### src/hdl/lzd_pkg.sv
// shared constants and types for the lz77 token decompressor
package lzd_pkg;

    // default history ring depth in bytes
    localparam int HISTORY_DEPTH_DEF = 256;
    // default longest match in bytes
    localparam int MAX_MATCH_DEF = 64;
    // match length is the length code plus this bias
    localparam logic [8:0] LEN_BIAS = 9'd3;
    // produced byte count saturates here
    localparam logic [8:0] COUNT_SAT = 9'd256;

    // sequencer states
    typedef enum logic [1:0] {
        ST_IDLE,
        ST_READ,
        ST_DATA
    } t_state;

endpackage

### src/hdl/lz77_token_decompressor.sv
// top level of the lz77 token decompressor with history ring and byte sequencer
//
// Input channel (i_valid / o_ready) takes one decoded token per beat: a literal
// byte, or a match of back distance i_data_byte and length i_length_code + 3.
// Output channel (o_valid / i_ready) gives one decompressed byte per beat, with
// o_last on the final byte of the token and o_error on every byte of a match
// with a bad distance or a length clamped to MAX_MATCH (such bytes are zero).
// One token is worked on at a time; o_ready is high only while idle.
// A literal or bad match loads each byte straight from ST_DATA. Each copied
// byte of a good match needs an ST_READ step for the registered read of the
// history ram and then an ST_DATA step to write it back and load the output
// register. o_valid rises once the first ST_DATA step of the token loads the
// output register; a good match reaches that step through ST_READ.
// Output register parts the two sides: while a byte waits on i_ready the next
// ram read is already done, and the sequencer holds only if the register is
// still full when the following byte is ready.
// Reset clears the sequencer, write pointer and byte count. The history ram is
// never cleared: the byte count keeps any read away from unwritten entries.
module lz77_token_decompressor #(
    parameter int HISTORY_DEPTH = lzd_pkg::HISTORY_DEPTH_DEF,
    parameter int MAX_MATCH     = lzd_pkg::MAX_MATCH_DEF
) (
    input  logic       i_clk,
    input  logic       i_rst_n,
    input  logic       i_valid,
    output logic       o_ready,
    input  logic       i_is_match,
    input  logic [7:0] i_data_byte,
    input  logic [7:0] i_length_code,
    output logic       o_valid,
    input  logic       i_ready,
    output logic [7:0] o_out_byte,
    output logic       o_last,
    output logic       o_error
);

    localparam int AW = $clog2(HISTORY_DEPTH);
    localparam int LW = $clog2(MAX_MATCH + 1);
    localparam logic [8:0] DEPTH9 = 9'(HISTORY_DEPTH);
    localparam logic [8:0] MAX9   = 9'(MAX_MATCH);
    localparam logic [AW-1:0] WP_LAST = AW'(HISTORY_DEPTH - 1);

    lzd_pkg::t_state r_state, n_state;
    logic [AW-1:0] r_wp, n_wp;
    logic [8:0]    r_count, n_count;
    logic [LW-1:0] r_left, n_left;
    logic [7:0]    r_data, n_data;
    logic          r_lit, n_lit;
    logic          r_err, n_err;
    logic          r_out_valid, n_out_valid;
    logic [7:0]    r_out_byte, n_out_byte;
    logic          r_out_last, n_out_last;
    logic          r_out_err, n_out_err;

    logic          accept;
    logic [8:0]    len9;
    logic          len_bad;
    logic          dist_bad;
    logic          can_load;
    logic [8:0]    diff9;
    logic [8:0]    src9;
    logic [AW-1:0] src;
    logic [7:0]    rdata;
    logic [7:0]    byte_val;
    logic          ram_we;

    // token checks on the incoming beat
    assign accept   = i_valid && o_ready;
    assign len9     = {1'b0, i_length_code} + lzd_pkg::LEN_BIAS;
    assign len_bad  = len9 > MAX9;
    assign dist_bad = (i_data_byte == 8'd0) || ({1'b0, i_data_byte} > r_count)
                      || ({1'b0, i_data_byte} > DEPTH9);

    // source slot: write pointer minus distance, wrapped into the ring
    assign diff9 = {{(9 - AW){1'b0}}, r_wp} - {1'b0, r_data};
    assign src9  = ({{(9 - AW){1'b0}}, r_wp} >= {1'b0, r_data}) ? diff9 : diff9 + DEPTH9;
    assign src   = src9[AW-1:0];

    // byte for this step
    assign can_load = !r_out_valid || i_ready;
    assign byte_val = r_err ? 8'd0 : (r_lit ? r_data : rdata);
    assign ram_we   = (r_state == lzd_pkg::ST_DATA) && can_load;

    lzd_ram #(
        .WIDTH (8),
        .DEPTH (HISTORY_DEPTH)
    ) u_hist (
        .i_clk   (i_clk),
        .i_we    (ram_we),
        .i_waddr (r_wp),
        .i_wdata (byte_val),
        .i_re    (r_state == lzd_pkg::ST_READ),
        .i_raddr (src),
        .o_rdata (rdata)
    );

    // sequencer next state and datapath
    always_comb begin
        n_state     = r_state;
        n_wp        = r_wp;
        n_count     = r_count;
        n_left      = r_left;
        n_data      = r_data;
        n_lit       = r_lit;
        n_err       = r_err;
        n_out_valid = r_out_valid;
        n_out_byte  = r_out_byte;
        n_out_last  = r_out_last;
        n_out_err   = r_out_err;

        // output beat taken
        if (r_out_valid && i_ready) begin
            n_out_valid = 1'b0;
        end

        unique case (r_state)
            lzd_pkg::ST_IDLE: begin
                if (accept) begin
                    n_data = i_data_byte;
                    n_lit  = !i_is_match;
                    if (!i_is_match) begin
                        n_left  = LW'(1);
                        n_err   = 1'b0;
                        n_state = lzd_pkg::ST_DATA;
                    end else begin
                        n_left  = len_bad ? LW'(MAX_MATCH) : LW'(len9);
                        n_err   = len_bad || dist_bad;
                        n_state = (len_bad || dist_bad) ? lzd_pkg::ST_DATA
                                                        : lzd_pkg::ST_READ;
                    end
                end
            end
            lzd_pkg::ST_READ: begin
                n_state = lzd_pkg::ST_DATA;
            end
            lzd_pkg::ST_DATA: begin
                if (can_load) begin
                    n_out_valid = 1'b1;
                    n_out_byte  = byte_val;
                    n_out_last  = (r_left == LW'(1));
                    n_out_err   = r_err;
                    n_wp        = (r_wp == WP_LAST) ? '0 : r_wp + AW'(1);
                    if (r_count != lzd_pkg::COUNT_SAT) begin
                        n_count = r_count + 9'd1;
                    end
                    n_left = r_left - LW'(1);
                    if (r_left == LW'(1)) begin
                        n_state = lzd_pkg::ST_IDLE;
                    end else if (r_err || r_lit) begin
                        n_state = lzd_pkg::ST_DATA;
                    end else begin
                        n_state = lzd_pkg::ST_READ;
                    end
                end
            end
            default: begin
                n_state = lzd_pkg::ST_IDLE;
            end
        endcase
    end

    // control registers
    always_ff @(posedge i_clk) begin
        if (!i_rst_n) begin
            r_state     <= lzd_pkg::ST_IDLE;
            r_wp        <= '0;
            r_count     <= '0;
            r_left      <= '0;
            r_out_valid <= 1'b0;
        end else begin
            r_state     <= n_state;
            r_wp        <= n_wp;
            r_count     <= n_count;
            r_left      <= n_left;
            r_out_valid <= n_out_valid;
        end
    end

    // payload registers
    always_ff @(posedge i_clk) begin
        r_data     <= n_data;
        r_lit      <= n_lit;
        r_err      <= n_err;
        r_out_byte <= n_out_byte;
        r_out_last <= n_out_last;
        r_out_err  <= n_out_err;
    end

    assign o_ready    = (r_state == lzd_pkg::ST_IDLE);
    assign o_valid    = r_out_valid;
    assign o_out_byte = r_out_byte;
    assign o_last     = r_out_last;
    assign o_error    = r_out_err;

    // a ram read is always followed by the cycle that consumes it
    a_read_then_data: assert property (@(posedge i_clk) disable iff (!i_rst_n)
        (r_state == lzd_pkg::ST_READ) |=> (r_state == lzd_pkg::ST_DATA))
        else $error("ram read not followed by data step");

    // bytes of a bad token are zero
    a_err_zero: assert property (@(posedge i_clk) disable iff (!i_rst_n)
        (r_out_valid && r_out_err) |-> (r_out_byte == 8'd0))
        else $error("error beat carries nonzero byte");

    // a busy sequencer always has bytes left to emit
    a_left_nonzero: assert property (@(posedge i_clk) disable iff (!i_rst_n)
        (r_state != lzd_pkg::ST_IDLE) |-> (r_left != '0))
        else $error("sequencer busy with no bytes left");

    // byte count never passes saturation
    a_count_sat: assert property (@(posedge i_clk) disable iff (!i_rst_n)
        (r_count <= lzd_pkg::COUNT_SAT))
        else $error("byte count above saturation");

    // a token ends in idle with its last byte loaded
    a_last_idle: assert property (@(posedge i_clk) disable iff (!i_rst_n)
        (r_state == lzd_pkg::ST_DATA && can_load && r_left == LW'(1))
        |=> (r_state == lzd_pkg::ST_IDLE && r_out_valid && r_out_last))
        else $error("final byte did not close the token");

endmodule

### src/hdl/lzd_ram.sv
// generic single write port ram with registered read
module lzd_ram #(
    parameter int WIDTH = 8,
    parameter int DEPTH = 256
) (
    input  logic                     i_clk,
    input  logic                     i_we,
    input  logic [$clog2(DEPTH)-1:0] i_waddr,
    input  logic [WIDTH-1:0]         i_wdata,
    input  logic                     i_re,
    input  logic [$clog2(DEPTH)-1:0] i_raddr,
    output logic [WIDTH-1:0]         o_rdata
);

    logic [WIDTH-1:0] r_mem [DEPTH];
    logic [WIDTH-1:0] r_rdata;

    // write port
    always_ff @(posedge i_clk) begin
        if (i_we) begin
            r_mem[i_waddr] <= i_wdata;
        end
    end

    // registered read port, holds while not enabled
    always_ff @(posedge i_clk) begin
        if (i_re) begin
            r_rdata <= r_mem[i_raddr];
        end
    end

    assign o_rdata = r_rdata;

endmodule
### config.mk
export PLATFORM = sky130hd
export DESIGN_NAME = lz77_token_decompressor
export DESIGN_NICKNAME = d
export VERILOG_FILES = /design/src/hdl/lzd_pkg.sv /design/src/hdl/lz77_token_decompressor.sv /design/src/hdl/lzd_ram.sv
export SDC_FILE = /design/constraint.sdc
export NUM_CORES = 2
export LEC_CHECK = 0
export BUFFER_PORTS_ARGS = -buffer_cell sky130_fd_sc_hd__buf_4
export CORE_ASPECT_RATIO = 0.6
export CORE_UTILIZATION = 45
export CTS_CLUSTER_DIAMETER = 50
export DETAILED_ROUTE_END_ITERATION = 16
export GPL_TIMING_DRIVEN = 0
export RECOVER_POWER = 25
export SLEW_MARGIN = 10
export SYNTH_ARGS = -nofsm -noshare
export SYNTH_HDL_FRONTEND = slang
export SYNTH_SLANG_ARGS = --single-unit
### constraint.sdc
create_clock -name i_clk -period 8.55 [get_ports i_clk]
set_input_delay 0 -clock i_clk [delete_from_list [all_inputs] [get_ports i_clk]]
set_output_delay 0 -clock i_clk [all_outputs]
set_load 0.01 [all_outputs]
==> run summary <==
### STA
• number of hold violations in the final report: 0
• Max transition margin: -0.4874
• setup skew after layout: 0.03707 ns
• Tightest Pin Transition: 2.223 ns
• RSZ-0062 raised after global routing: false
• count of final max-slew check failures: 829
• final critical-path required period: 6.135 ns
• period utilization: 0.7175
• TNS Setup: 0 ns
• maximum clock rate: 163.0 MHz
• Final Setup Violations: 0

### Placement
• half-perimeter wire length after placement: 161,900 um
• number of I/O port buffers: 32
• total instance count after detailed placement: 6,404
• gp weighted congestion: 0.9147

### Cells and area
• Post-Layout Cell Count: 6,778
• fraction of final layout cells with drive strength greater than 1: 0.2539
• filler cell count: 14,185
• synthesis-to-finish area growth: 13.06%
• count of nets after finishing: 4,221
• final core occ: 0.5135
• top library cells by usage in the layout, fill and taps aside: 2,076 x sky130_fd_sc_hd__edfxtp_1, 587 x sky130_fd_sc_hd__mux4_2, 268 x sky130_fd_sc_hd__nor2_1
• most common cell after layout, fill and taps aside: sky130_fd_sc_hd__edfxtp_1

### Worst setup path
• element type at the critical path end: flip-flop
• CP most frequent cell: sky130_fd_sc_hd__buf_2
• critical path's slowest cell: sky130_fd_sc_hd__buf_1
• startpoint class of the critical path: flip-flop
• CP Class: reg2reg
• arrival time of data at the critical path endpoint: 6.68 ns
• crit-path max cell delay: 1.05 ns
• Worst Path Required: 9.10 ns
• biggest fanout along the worst timing path: 10
• cell-by-cell trace of the critical path: inv_1 -> ha_1 -> inv_1 -> fa_1 -> buf_4 -> buf_2 -> buf_2 -> buf_2 -> buf_1 -> mux4_2 -> a31oi_1 -> nand4b_1 -> a31oi_1 -> nor4_2

### Synth
• number of storage elements in the synthesis netlist: 2,103
• share of the yosys chip area belonging to registers: 0.7614
• library cells used by synthesis: 63
• async set-or-reset flop fraction in the synthesized netlist: 0
• average cell area after synthesis: 21.51 um^2
• post-synthesis instance area: 82,590 um^2
• nets in the synthesized netlist: 3,887
• number of flops mapped to enable cells by yosys: 2,076
• main flop type after synthesis: sky130_fd_sc_hd__edfxtp_1
• count of mapped cells out of synthesis: 3,840
• Synth Warn #: 0

### Power and ir drop
• part of the total power dissipated in the clock network: 0.359
• worst IR drop on VDD: 0.1848 mV
• Internal: 0.01799 W
• Comb pwr share: 0.170
• net load switching power: 0.006316 W
• sequential group share of total power: 0.471
• PD cells: 260.3 nW/um^2
• Switching Fraction: 0.2598
• P_leak: 29.08 nW

### GRT
• global route overflow: 0
• antenna violations before repair: 17
• maximum number of pins on one net before global-route repair: 45
• global-route usage over all layers: 0.2509
• global-route wire length before repair: 321,400 um
• number of global-route vias before repair: 40,292

### Floorplan
• area of the die: 185,300 um^2
• vertical extent of the die: 333.8 um
• I/O Pins: 33
• initial cell density of the core: 0.4542
• DIE WIDTH: 555.1 um
• Core ar.: 181,800 um^2
• total number of placement rows: 121

### Drt
• Pre-antenna DRT Iters: 6
• Avg WL per Cell: 34.37 um
• vias per cell: 6.242
• overall via count from detail_route: 42,308
• residual antenna-violating net count after detailed routing: 0
• Detailed Route Iter0 Violations: 7,000
• Total Wirelength: 232,900 um
• drc violations: 0

### Hold path
• Hold Path Class: in2reg

### Clocking
• Worst-path clk slew: 0.06 ns
• count of instances resized after the clock tree is built: 0
• clock root buffer: sky130_fd_sc_hd__clkbuf_16
• sink count of the clock tree: 2,103
• deepest clock path buffer count: 4
• hold-fix buffers at CTS: 37
• Clock Latency Late Sink: 0.83 ns
• H-Tree Depth: 4
• number of buffers created by CTS: 189
• setup fix buffers added after clock tree synthesis: 0
• clock tree from TritonCTS: yes

### Outcome
• run status: finished, violations left
• violations in the final reports: capacitance limit, slew limit

### Flow run
• max-cap violation count: 26

cell usage after synthesis, types with 4 or more instances:
cell type                  count  area (um^2)
sky130_fd_sc_hd__edfxtp_1   2076        62340
sky130_fd_sc_hd__mux4_2      587        13220
sky130_fd_sc_hd__nor2_1      279         1047
sky130_fd_sc_hd__clkbuf_1    110        412.9
sky130_fd_sc_hd__nand2_1     102        382.9
sky130_fd_sc_hd__nand3_1      68        340.3
sky130_fd_sc_hd__buf_2        63        315.3
sky130_fd_sc_hd__and3_1       48        300.3
sky130_fd_sc_hd__mux2i_1      48        480.5
sky130_fd_sc_hd__a31oi_1      42        262.8
sky130_fd_sc_hd__buf_4        35        262.8
sky130_fd_sc_hd__mux2_2       28        315.3
sky130_fd_sc_hd__a21oi_1      27        135.1
sky130_fd_sc_hd__dfxtp_1      27        540.5
sky130_fd_sc_hd__inv_1        26        97.59
sky130_fd_sc_hd__ha_1         25        312.8
sky130_fd_sc_hd__nor2b_1      17        106.4
sky130_fd_sc_hd__o22ai_1      16        100.1
sky130_fd_sc_hd__xnor2_1      16        140.1
sky130_fd_sc_hd__nand4_1      15        93.84
sky130_fd_sc_hd__o21ai_0      15        75.07
sky130_fd_sc_hd__nand4b_1     14        122.6
sky130_fd_sc_hd__a211oi_1     13        97.59
sky130_fd_sc_hd__nor4_1       13        81.33
sky130_fd_sc_hd__and2_1       12        75.07
sky130_fd_sc_hd__or2_2         9        56.30
sky130_fd_sc_hd__xor2_1        9        78.83
sky130_fd_sc_hd__a21boi_0      7        52.55
sky130_fd_sc_hd__a221oi_1      7        61.31
sky130_fd_sc_hd__buf_1         7        26.28
sky130_fd_sc_hd__nor3_1        7        35.03
sky130_fd_sc_hd__nor4_2        7        87.58
sky130_fd_sc_hd__nand2b_1      6        37.54
sky130_fd_sc_hd__a21o_1        4        30.03
sky130_fd_sc_hd__a22oi_1       4        30.03
sky130_fd_sc_hd__buf_6         4        45.04
sky130_fd_sc_hd__clkbuf_2      4        20.02
sky130_fd_sc_hd__o21ai_1       4        20.02
routing by layer:
| metal | track usage | part of all wire | up-vias |
|---|---|---|---|
| met5 | 0 | 0.000099 | - |
| met4 | 0.04451 | 0.017 | 6 |
| met3 | 0.09301 | 0.14 | 258 |
| met2 | 0.3232 | 0.40 | 2659 |
| met1 | 0.4037 | 0.44 | 22670 |
| li1 | - | - | 16715 |
kinds of logic after synthesis:
kind of cell / count (synthesis) / synth area share
compound gates: 160 / 0.01267
buf+inv: 250 / 0.01433
mux: 664 / 0.1698
simple gates: 611 / 0.03489
flops: 2103 / 0.7614
xor+xnor: 26 / 0.002848
fa+ha+maj: 26 / 0.004030
worst max-delay path, delay by kind of cell (launching register included):
| kind | cells | cell delay [ns] |
|---|---|---|
| buf+inv | 7 | 3.03 |
| fa+ha+maj | 2 | 0.76 |
| compound gates | 2 | 0.73 |
| mux | 1 | 0.48 |
| simple gates | 2 | 0.43 |
| flops | 1 | 0.38 |
stage by stage:
step	instance area (um^2)	setup slack, ns	total power [W]	hold slack [ns]
6_report	93370	2.415	0.02431	0.06175
5_1_grt	93370	2.430	0.02483	0.07189
4_1_cts	94110	2.644	0.02433	0.01859
3_5_place_dp	87590	2.652	0.01577	0.2187
3_3_place_gp	85900	-8.435	0.01579	0.2171
2_1_floorplan	82590	0.3967	0.01412	0.09887
registers in the layout, summed over array words and instances, names as in the netlist, 2 cells and up:
register / cells
o_out_byte: 8
r_left: 7
r_count: 9
r_data: 8
r_wp: 8
r_state: 2
u_hist.o_rdata: 8
u_hist.r_mem: 2048
power groups by stage:
stage	clock network (W)	logic, W	registers, W
2_1_floorplan	0	0.00238	0.0117
3_3_place_gp	0	0.00394	0.0118
3_5_place_dp	0	0.00410	0.0117
4_1_cts	0.00876	0.00413	0.0114
5_1_grt	0.00912	0.00426	0.0114
6_report	0.00872	0.00413	0.0115
final cells by class:
cell class | count | area (um^2) | share of cell area
Clock buffer | 230 | 4969 | 0.05321
Timing Repair Buffer | 143 | 1444 | 0.01546
Buffer | 223 | 1106 | 0.01185
Sequential cell | 2103 | 62880 | 0.6735
Antenna cell | 2 | 5.005 | 0.00005360
Clock inverter | 103 | 1182 | 0.01266
Multi-Input combinational cell | 1487 | 18600 | 0.1993
Inverter | 27 | 101.3 | 0.001085
Tap cell | 2460 | 3078 | 0.03297
worst paths after layout:
| check | start | end | slack [ns] | cells after the start |
|---|---|---|---|---|
| setup / recovery | r_wp[0]$_SDFFE_PN0P_ | u_hist.o_rdata[0]$_DFFE_PN_ | 2.42 | 14 |
| hold / removal | i_ready | o_valid$_SDFF_PN0_ | 0.06 | 4 |
| setup reg to reg | r_wp[0]$_SDFFE_PN0P_ | u_hist.o_rdata[0]$_DFFE_PN_ | 2.42 | 14 |
| hold reg to reg | r_err$_SDFFCE_PN0P_ | o_error$_DFFE_PP_ | 0.48 | 0 |
No activity file was read; power rests on OpenSTA's default activity.
